### src/rtl/wsd_pkg.sv
// Shared types and constants for the WebSocket frame deframer.
// No dependencies; used by the parser, the output skid stage and the top level.
package wsd_pkg;

  // Length field codes of the second header byte
  localparam logic [6:0] LEN7_MASK = 7'h7F;
  localparam logic [6:0] LEN_EXT16 = 7'd126;
  localparam logic [6:0] LEN_EXT64 = 7'd127;

  // Extended field byte counts
  localparam logic [3:0] EXT16_BYTES   = 4'd2;
  localparam logic [3:0] EXT64_BYTES   = 4'd8;
  localparam logic [3:0] MASKKEY_BYTES = 4'd4;

  // Result kinds
  localparam logic KIND_HEADER  = 1'b0;
  localparam logic KIND_PAYLOAD = 1'b1;

  // Output tdata width: 8 + 64 + 1 + 8 = 81 bits, padded to 88
  localparam int OUT_TDATA_W = 88;

  typedef enum logic [4:0] {
    PH_FIRST   = 5'b00001,
    PH_SECOND  = 5'b00010,
    PH_EXTLEN  = 5'b00100,
    PH_MASKKEY = 5'b01000,
    PH_PAYLOAD = 5'b10000
  } phase_t;

  typedef struct packed {
    logic        kind;
    logic [7:0]  header_byte;
    logic [63:0] payload_length;
    logic        masked;
    logic [7:0]  data_byte;
    logic        last;
  } result_t;

endpackage

### src/rtl/wsd_parse.sv
// Frame parser: header state machine, length and mask key capture, unmasking.
// Depends on wsd_pkg for the phase type, length codes and result struct.
module wsd_parse (
  input  logic             clk,
  input  logic             rst_n,
  input  logic             accept,
  input  logic [7:0]       in_byte,
  output logic             res_valid,
  output wsd_pkg::result_t res
);

  wsd_pkg::phase_t phase_r, phase_nxt;
  logic [7:0]  hdr_r, hdr_nxt;
  logic [63:0] len_r, len_nxt;
  logic [3:0]  left_r, left_nxt;
  logic        mask_r, mask_nxt;
  logic [7:0]  key_r [4];
  logic [7:0]  key_nxt [4];
  logic [63:0] rem_r, rem_nxt;
  logic [1:0]  idx_r, idx_nxt;

  logic [6:0]  len7;
  logic        do_len_done;
  logic        do_emit;

  // Next-state and result for one accepted byte
  always_comb begin
    phase_nxt   = phase_r;
    hdr_nxt     = hdr_r;
    len_nxt     = len_r;
    left_nxt    = left_r;
    mask_nxt    = mask_r;
    key_nxt     = key_r;
    rem_nxt     = rem_r;
    idx_nxt     = idx_r;
    do_len_done = 1'b0;
    do_emit     = 1'b0;
    res_valid   = 1'b0;
    res.kind    = wsd_pkg::KIND_HEADER;
    res.data_byte = 8'd0;
    res.last    = 1'b0;
    len7        = in_byte[6:0] & wsd_pkg::LEN7_MASK;

    if (accept) begin
      case (phase_r)
        wsd_pkg::PH_SECOND: begin
          mask_nxt = in_byte[7];
          if (len7 == wsd_pkg::LEN_EXT16) begin
            len_nxt   = 64'd0;
            left_nxt  = wsd_pkg::EXT16_BYTES;
            phase_nxt = wsd_pkg::PH_EXTLEN;
          end else if (len7 == wsd_pkg::LEN_EXT64) begin
            len_nxt   = 64'd0;
            left_nxt  = wsd_pkg::EXT64_BYTES;
            phase_nxt = wsd_pkg::PH_EXTLEN;
          end else begin
            len_nxt     = {57'd0, len7};
            do_len_done = 1'b1;
          end
        end
        wsd_pkg::PH_EXTLEN: begin
          // Shift in the next big-endian length byte
          len_nxt  = {len_r[55:0], in_byte};
          left_nxt = left_r - 4'd1;
          if (left_nxt == 4'd0) begin
            do_len_done = 1'b1;
          end
        end
        wsd_pkg::PH_MASKKEY: begin
          key_nxt[idx_r] = in_byte;
          idx_nxt  = idx_r + 2'd1;
          left_nxt = left_r - 4'd1;
          if (left_nxt == 4'd0) begin
            do_emit = 1'b1;
          end
        end
        wsd_pkg::PH_PAYLOAD: begin
          res_valid     = 1'b1;
          res.kind      = wsd_pkg::KIND_PAYLOAD;
          res.data_byte = mask_r ? (in_byte ^ key_r[idx_r]) : in_byte;
          idx_nxt       = idx_r + 2'd1;
          rem_nxt       = rem_r - 64'd1;
          if (rem_nxt == 64'd0) begin
            res.last  = 1'b1;
            phase_nxt = wsd_pkg::PH_FIRST;
          end
        end
        default: begin
          hdr_nxt   = in_byte;
          phase_nxt = wsd_pkg::PH_SECOND;
        end
      endcase

      // Length known: collect the mask key or close the header
      if (do_len_done) begin
        if (mask_nxt) begin
          left_nxt  = wsd_pkg::MASKKEY_BYTES;
          idx_nxt   = 2'd0;
          phase_nxt = wsd_pkg::PH_MASKKEY;
        end else begin
          do_emit = 1'b1;
        end
      end

      // Header complete: emit the header result and arm the payload count
      if (do_emit) begin
        res_valid = 1'b1;
        rem_nxt   = len_nxt;
        idx_nxt   = 2'd0;
        if (len_nxt == 64'd0) begin
          res.last  = 1'b1;
          phase_nxt = wsd_pkg::PH_FIRST;
        end else begin
          phase_nxt = wsd_pkg::PH_PAYLOAD;
        end
      end
    end

    res.header_byte    = hdr_nxt;
    res.payload_length = len_nxt;
    res.masked         = mask_nxt;
  end

  // Hold parser state
  always_ff @(posedge clk) begin
    if (!rst_n) begin
      phase_r <= wsd_pkg::PH_FIRST;
      hdr_r   <= 8'd0;
      len_r   <= 64'd0;
      left_r  <= 4'd0;
      mask_r  <= 1'b0;
      key_r   <= '{default: 8'd0};
      rem_r   <= 64'd0;
      idx_r   <= 2'd0;
    end else begin
      phase_r <= phase_nxt;
      hdr_r   <= hdr_nxt;
      len_r   <= len_nxt;
      left_r  <= left_nxt;
      mask_r  <= mask_nxt;
      key_r   <= key_nxt;
      rem_r   <= rem_nxt;
      idx_r   <= idx_nxt;
    end
  end

endmodule

### src/rtl/wsd_skid.sv
// Result register with a skid entry, so the input side keeps moving while
// a result waits. Depends on wsd_pkg for the result struct.
module wsd_skid (
  input  logic             clk,
  input  logic             rst_n,
  input  logic             push,
  input  wsd_pkg::result_t push_data,
  output logic             push_ready,
  output logic             out_valid,
  input  logic             out_ready,
  output wsd_pkg::result_t out_data
);

  logic             out_valid_r, out_valid_nxt;
  logic             skid_valid_r, skid_valid_nxt;
  wsd_pkg::result_t out_data_r, out_data_nxt;
  wsd_pkg::result_t skid_data_r, skid_data_nxt;
  logic             pop;

  assign pop        = out_valid_r & out_ready;
  assign push_ready = ~skid_valid_r;
  assign out_valid  = out_valid_r;
  assign out_data   = out_data_r;

  // Refill the output from the skid entry first, then from a new transfer
  always_comb begin
    out_valid_nxt  = out_valid_r;
    skid_valid_nxt = skid_valid_r;
    out_data_nxt   = out_data_r;
    skid_data_nxt  = skid_data_r;
    if (skid_valid_r) begin
      if (pop) begin
        out_data_nxt   = skid_data_r;
        skid_valid_nxt = 1'b0;
      end
    end else if (push) begin
      if (!out_valid_r || pop) begin
        out_data_nxt  = push_data;
        out_valid_nxt = 1'b1;
      end else begin
        skid_data_nxt  = push_data;
        skid_valid_nxt = 1'b1;
      end
    end else if (pop) begin
      out_valid_nxt = 1'b0;
    end
  end

  always_ff @(posedge clk) begin
    if (!rst_n) begin
      out_valid_r  <= 1'b0;
      skid_valid_r <= 1'b0;
    end else begin
      out_valid_r  <= out_valid_nxt;
      skid_valid_r <= skid_valid_nxt;
    end
  end

  // Payload registers need no reset
  always_ff @(posedge clk) begin
    out_data_r  <= out_data_nxt;
    skid_data_r <= skid_data_nxt;
  end

endmodule

### src/rtl/websocket_frame_deframer_core.sv
// WebSocket frame deframer: one received byte per transfer in, header and payload results out.
// A result is registered in the output register, or in the skid entry if the output is occupied.
// One byte per cycle while in_tready is high; input stalls while the skid entry holds a result.
// The two-entry output stage lets input continue while a result waits.
// Reset (synchronous, active low) returns the parser to the first header byte and empties
// the output stage.
module websocket_frame_deframer_core (
  input  logic        clk,
  input  logic        rst_n,
  input  logic        in_tvalid,
  output logic        in_tready,
  input  logic [7:0]  in_tdata,   // [7:0] in_byte
  output logic        out_tvalid,
  input  logic        out_tready,
  output logic [wsd_pkg::OUT_TDATA_W-1:0] out_tdata,
                                  // [7:0] header_byte, [71:8] payload_length,
                                  // [72] masked, [80:73] data_byte, [87:81] zero
  output logic        out_tuser,  // [0] kind
  output logic        out_tlast   // last
);

  logic             accept;
  logic             res_valid;
  wsd_pkg::result_t res;
  wsd_pkg::result_t out_res;

  assign accept = in_tvalid & in_tready;

  wsd_parse u_parse (
    .clk       (clk),
    .rst_n     (rst_n),
    .accept    (accept),
    .in_byte   (in_tdata),
    .res_valid (res_valid),
    .res       (res)
  );

  wsd_skid u_skid (
    .clk        (clk),
    .rst_n      (rst_n),
    .push       (res_valid),
    .push_data  (res),
    .push_ready (in_tready),
    .out_valid  (out_tvalid),
    .out_ready  (out_tready),
    .out_data   (out_res)
  );

  // Pack result fields onto the stream
  assign out_tdata = {7'd0, out_res.data_byte, out_res.masked,
                      out_res.payload_length, out_res.header_byte};
  assign out_tuser = out_res.kind;
  assign out_tlast = out_res.last;

endmodule

### config.mk
export PLATFORM = sky130hd
export DESIGN_NAME = websocket_frame_deframer_core
export DESIGN_NICKNAME = d
export VERILOG_FILES = /design/src/rtl/wsd_pkg.sv /design/src/rtl/wsd_parse.sv /design/src/rtl/wsd_skid.sv /design/src/rtl/websocket_frame_deframer_core.sv
export SDC_FILE = /design/constraint.sdc
export NUM_CORES = 1
export LEC_CHECK = 0
export BUFFER_PORTS_ARGS = -buffer_cell sky130_fd_sc_hd__buf_4
export CAP_MARGIN = 20
export CORE_MARGIN = 5
export CORE_UTILIZATION = 55
export CTS_CLUSTER_SIZE = 14
export DETAILED_ROUTE_END_ITERATION = 6
export GPL_TIMING_DRIVEN = 0
export HOLD_SLACK_MARGIN = 0.06
export PLACE_DENSITY = 0.76
export SLEW_MARGIN = 20
export SYNTH_ARGS = -nofsm -noshare
export SYNTH_HDL_FRONTEND = slang
export SYNTH_HIERARCHICAL = 1
export SYNTH_SLANG_ARGS = --single-unit
### constraint.sdc
create_clock -name clk -period 7.5 [get_ports clk]
set_input_delay 1.125 -clock clk [delete_from_list [all_inputs] [get_ports clk]]
set_output_delay 1.125 -clock clk [all_outputs]
set_load 0.02 [all_outputs]
---- Word level (Yosys, flattened, before mapping) ----
Index checks and enable logic that the tools add are counted.
operators by class
  bitwise logic cells ..................... 6
  multiplexer cells ....................... 65
  add/subtract/negate cells ............... 3
  reductions and logical operators ........ 18
  magnitude comparators ................... 2
  equality and inequality tests ........... 8
operators with widths
  kind                                                                   count
  83-bit two-way mux                                                     4
  64-bit two-way mux                                                     5
  64-bit logical NOT                                                     2
  64-bit case mux with 2 select lines                                    1
  64-bit by 1-bit subtractor with 64-bit output, second input constant   1
  8-bit two-way mux                                                      6
  5-bit two-way mux                                                      7
  32-bit bitwise mux                                                     1
  1-bit two-way mux                                                      25
  9-bit two-way mux                                                      2
  8-bit binary-select mux with 2-bit select                              1
  8-bit demux with 2-bit select                                          1
  4-bit two-way mux                                                      4
  5-bit case mux with 3 select lines                                     1
  7-bit equality test, second input constant                             2
  3-bit AND reduction                                                    3
  2-bit two-way mux                                                      4
  4-bit case mux with 2 select lines                                     1
  2-bit nonzero test                                                     4
  8-bit bitwise XOR                                                      1
  7-bit two-way mux                                                      1
  5-bit by 2-bit equality test with 1-bit output, second input constant  1
  5-bit by 3-bit equality test with 1-bit output, second input constant  1
  5-bit by 4-bit equality test with 1-bit output, second input constant  1
  18 further kinds                                                       22
word-level totals
  bits of input ports ..................... 12
  flip-flop bits (word level) ............. 348
  word-level logic and storage cells ...... 127
  output and inout port bits .............. 92

---- Logic depth before layout (Yosys ltp) ----
  depth after elaboration ................. 13
  mapped depth ............................ 13
  depth with buffers taken out ............ 12

---- By module ----
Netlist, hierarchy kept.
modules (own cells, without submodules)
  module                         cells each  times used  area an instance (um^2)  seq. area each (um^2)
  wsd_parse                      1,365       1           10,884.2                 3,603.5
  wsd_skid                       273         1           6,172.2                  5,024.8
  websocket_frame_deframer_core  9           1           62.6                     0.0

---- Worst setup path before layout ----
No wires, ideal clock.
  path type ............................... input -> register
  start ................................... input port in_tdata[6]
  end ..................................... register u_skid.out_data_r, in the netlist u_skid/out_data[0], enable pin
  slack ................................... -0.052 ns
  cell stages on the path ................. 10
  buffers on the path ..................... 3
  arrival ................................. 6.999 ns
  required time ........................... 6.948 ns
  setup time .............................. 0.552 ns
  cell sequence ........................... clkbuf_1 -> nand4_1 -> o21ai_0 -> o22ai_1 -> o21ai_1 -> inv_1 -> clkbuf_1 -> clkbuf_1 -> mux2i_1 -> a21oi_1
between the ends
  cells in the longest elaborated chain, start to end .. 11
  elaborated cells between the ends (all ways) .. 12
  those cells by class .................... 2 x eq/ne; 8 x mux; 2 x reduce/logical
ends and longest elaborated chain
  what                                      line                                 source
  from (decl)                               websocket_frame_deframer_core.sv:12  input logic [7:0] in_tdata,
  7-bit equality test                       wsd_parse.sv:52                      end else if (len7 == wsd_pkg::LEN_EXT64) begin
  1-bit two-way mux                         wsd_parse.sv:52
  1-bit two-way mux (*)                     wsd_parse.sv:48                      if (len7 == wsd_pkg::LEN_EXT16) begin
  1-bit case mux with 2 select lines (*)    wsd_parse.sv:45                      case (phase_r)
  1-bit two-way mux (*)                     wsd_parse.sv:44                      if (accept) begin
  1-bit two-way mux (*)                     wsd_parse.sv:95                      if (do_len_done) begin
  1-bit two-way mux (*)                     wsd_parse.sv:44
  1-bit two-way mux (*)                     wsd_parse.sv:106                     if (do_emit) begin
  1-bit two-way mux (*)                     wsd_parse.sv:44
  via res_valid                             websocket_frame_deframer_core.sv:23  logic res_valid;
  2-bit nonzero test (no source line) (*)   -
  3-bit AND reduction (no source line) (*)  -
  to (signal assigned)                      wsd_skid.sv:61                       out_data_r <= out_data_nxt;
  to (decl)                                 wsd_skid.sv:16                       wsd_pkg::result_t out_data_r, out_data_nxt;
Mark *: on every way through the listed nets, which the timed path passes. The rest lies on a longest branch. The select of a mux whose other input is x is not followed.
A chain may end at the register's enable or synchronous reset.

---- Worst setup path after layout ----
  start ................................... input port in_tdata[1]
  end ..................................... register u_skid.out_data_r, in the netlist u_skid/out_data[46], enable pin
The elaborated chain is that of the path after synthesis.

==> reports/qor.csv <==
metric,value,unit
"Reg clk slew, reported paths",60,ps
DRC viols,0,
worst r2r src,u_parse/left_r[0],
Clock Latency Late Sink,530,ps
worst setup margin,990,ps
"Cell Area, Synth",17100,um^2
Row Count,64,
CP Launch Point,in_tdata[1],
TritonCTS buffer count,37,
GRT Total Usage,0.340,
vias per cell,6.72,
number of synthesized flops with an enable pin,166,
nets,1806,
"top cells by area, synth","edfxtp_1 (29%), dfxtp_1 (21%), mux2_2 (5.0%)",
post_cts resized,0,
post-route minimum period,6510,ps
CTS tree,built,
Final period util,0.868,
top-count cell post-synth,dfxtp_1,
top-area cell type share of the netlist area,0.291,
synthesized area per cell,10.4,um^2
Max Freq,154,MHz
clk sinks,348,
Max Cap Viol,0,
setup bufs post-CTS,0,
unrepaired setup endpoints after global routing,false,
die footprint,34800,um^2
clk root buf,clkbuf_16,
WS Path Type,input pin to register,
Clock Tree Buf Depth,3,
Hold Startpoint,u_parse/key_r[10],
DP Area,18400,um^2
worst vdd ir,0.000193,V
vias after detailed routing,14858,
H-tree depth,2,
Routed WL,61.7,mm
crit end category,register,
"Req. time, crit path",7730,ps
final hold violation count,0,
DP Worst Slack,732,ps
hold-fix buffer count after cts,0,
Layout area overhead,14.8,%
Cells after DPL,2143,
Die X,186,um
Pwr per Cell Area,247,nW/um^2
Inserted Diodes,0,
Core Region,30700,um^2
post-detailed-placement half-perimeter wirelength,44.4,mm
Routed wire per std cell,27.9,um
grt ovf,0,
num ports,104,
Die Y,186,um
antenna violations before repair,0,
layout cells sized above 1,0.165,
Synth async-reset ratio,0,
endpoints failing setup,0,
LEAKAGE,7.34,nW
Final Skew,10.8,ps
critical-path maximum fanout,25,
"Core Util, Final",0.641,
Commonest cells post-synth,"dfxtp_1 (182), edfxtp_1 (166), nor2_1 (165)",
Yosys reg bits,348,
# port buffers,89,
ys flop type,dfxtp_1,
count of pins over their slew limit,0,
Final ANT Viol Nets,0,
post-route cell area,19700,um^2
critical path arrival,6740,ps
Least-Margin Pin Slew,1210,ps
Final Non-Filler Cells,2211,
Cell variety after synth,77,
Post-Synthesis Cells,1647,
TritonRoute pass-1 iters,6,
leading area contributor after synthesis,edfxtp_1,
largest net degree at the start of global routing,58,
Final GP Congestion,1.03,
register area share after synthesis,0.504,
relative slew slack,0.194,
HP Class,register to register,
first-pass GRT wire length,91.9,mm
Initial Util,0.558,
yosys synthesis warning count,6,
status,"finished, final reports clean",
vias in the first global route,14468,
Critical Path Source Type,input pin,
Initial DRC Count,2063,
==> cell type report <==
cell class	instances	area, um^2
Fill cell	2433	11000
Sequential cell	348	8630
Multi-Input combinational cell	1147	7850
Clock buffer	51	1000
Timing Repair Buffer	94	783
Buffer	139	614
Tap cell	396	495
Clock inverter	17	205
Inverter	19	71.3
==> sequential cells by signal (all words and copies together), names as in the netlist <==
name	cells
u_parse/hdr_r	8
u_parse/len_r	64
u_parse/mask_r	1
u_parse/idx_r	2
u_skid/skid_data_r	83
u_parse/phase_r	5
u_parse/left_r	4
u_skid/skid_valid_r	1
u_parse/rem_r	64
u_parse/key_r	32
u_skid/out_data	83
u_skid/out_valid	1
==> worst max-delay path, stage by stage <==
cell      delay (ps)
clkbuf_1         350
nand4_1          250
o21ai_0          180
o22ai_1          960
o21ai_1          510
inv_1            220
clkbuf_1         670
clkbuf_1         900
mux2i_1          260
a21oi_4          610
buf_16           250
buf_16           190
buf_16           190
==> report_power, final <==
part	internal, W	switching [W]
registers	0.00201	0.0000268
clock network	0.00105	0.000781
logic	0.000316	0.000666
total	0.00338	0.00147
==> logic make-up (layout without fill, tap and decap cells) <==
kind of cell	count (synthesis)	in the layout	synth area share
buf+inv	158	320	0.0401
compound gates	412	412	0.167
mux	134	134	0.0947
xor+xnor	37	37	0.0194
other cells	1	7	0.000219
simple gates	549	549	0.169
flops	348	348	0.504
fa+ha+maj	8	8	0.00585
==> path summary, 6_finish.rpt <==
path | endpoint | slack [ps] | cells after the start
setup reg to reg | u_skid/out_data[46] | 1050 | 14
setup / recovery | u_skid/out_data[46] | 990 | 13
hold reg to reg | u_parse/key_r[10] | 490 | 2
hold / removal | u_parse/key_r[10] | 490 | 2
==> per-stage QoR <==
| stage | hold WS, ps | setup TNS (ps) | power, W |
|---|---|---|---|
| 2_1_floorplan | 459 | 0 | 0.00270 |
| 3_3_place_gp | 471 | -174140 | 0.00300 |
| 3_5_place_dp | 484 | 0 | 0.00300 |
| 4_1_cts | 498 | 0 | 0.00482 |
| 5_1_grt | 537 | 0 | 0.00502 |
| 6_report | 494 | 0 | 0.00485 |
==> per-layer routing <==
metal | track usage | vias up | wire length, um
met5 | 0 | - | 0
met3 | 0.0899 | 194 | 7030
met4 | 0.146 | 0 | 3190
met1 | 0.464 | 7226 | 24500
met2 | 0.514 | 920 | 27000
li1 | - | 6518 | -
==> cell usage in the layout, fill, tap and decap left out, drive strengths merged, types with 33 or more instances in the layout <==
master and count:
nor4 43, clkbuf 157, edfxtp 166, mux2 93
dfxtp 182, a21oi 81, o21ai 100, mux2i 33
nor3 55, nand3 34, a22o 71, nand2 70
and2 78, nor2 165, buf 127
No activity file was read; power rests on OpenSTA's default activity.
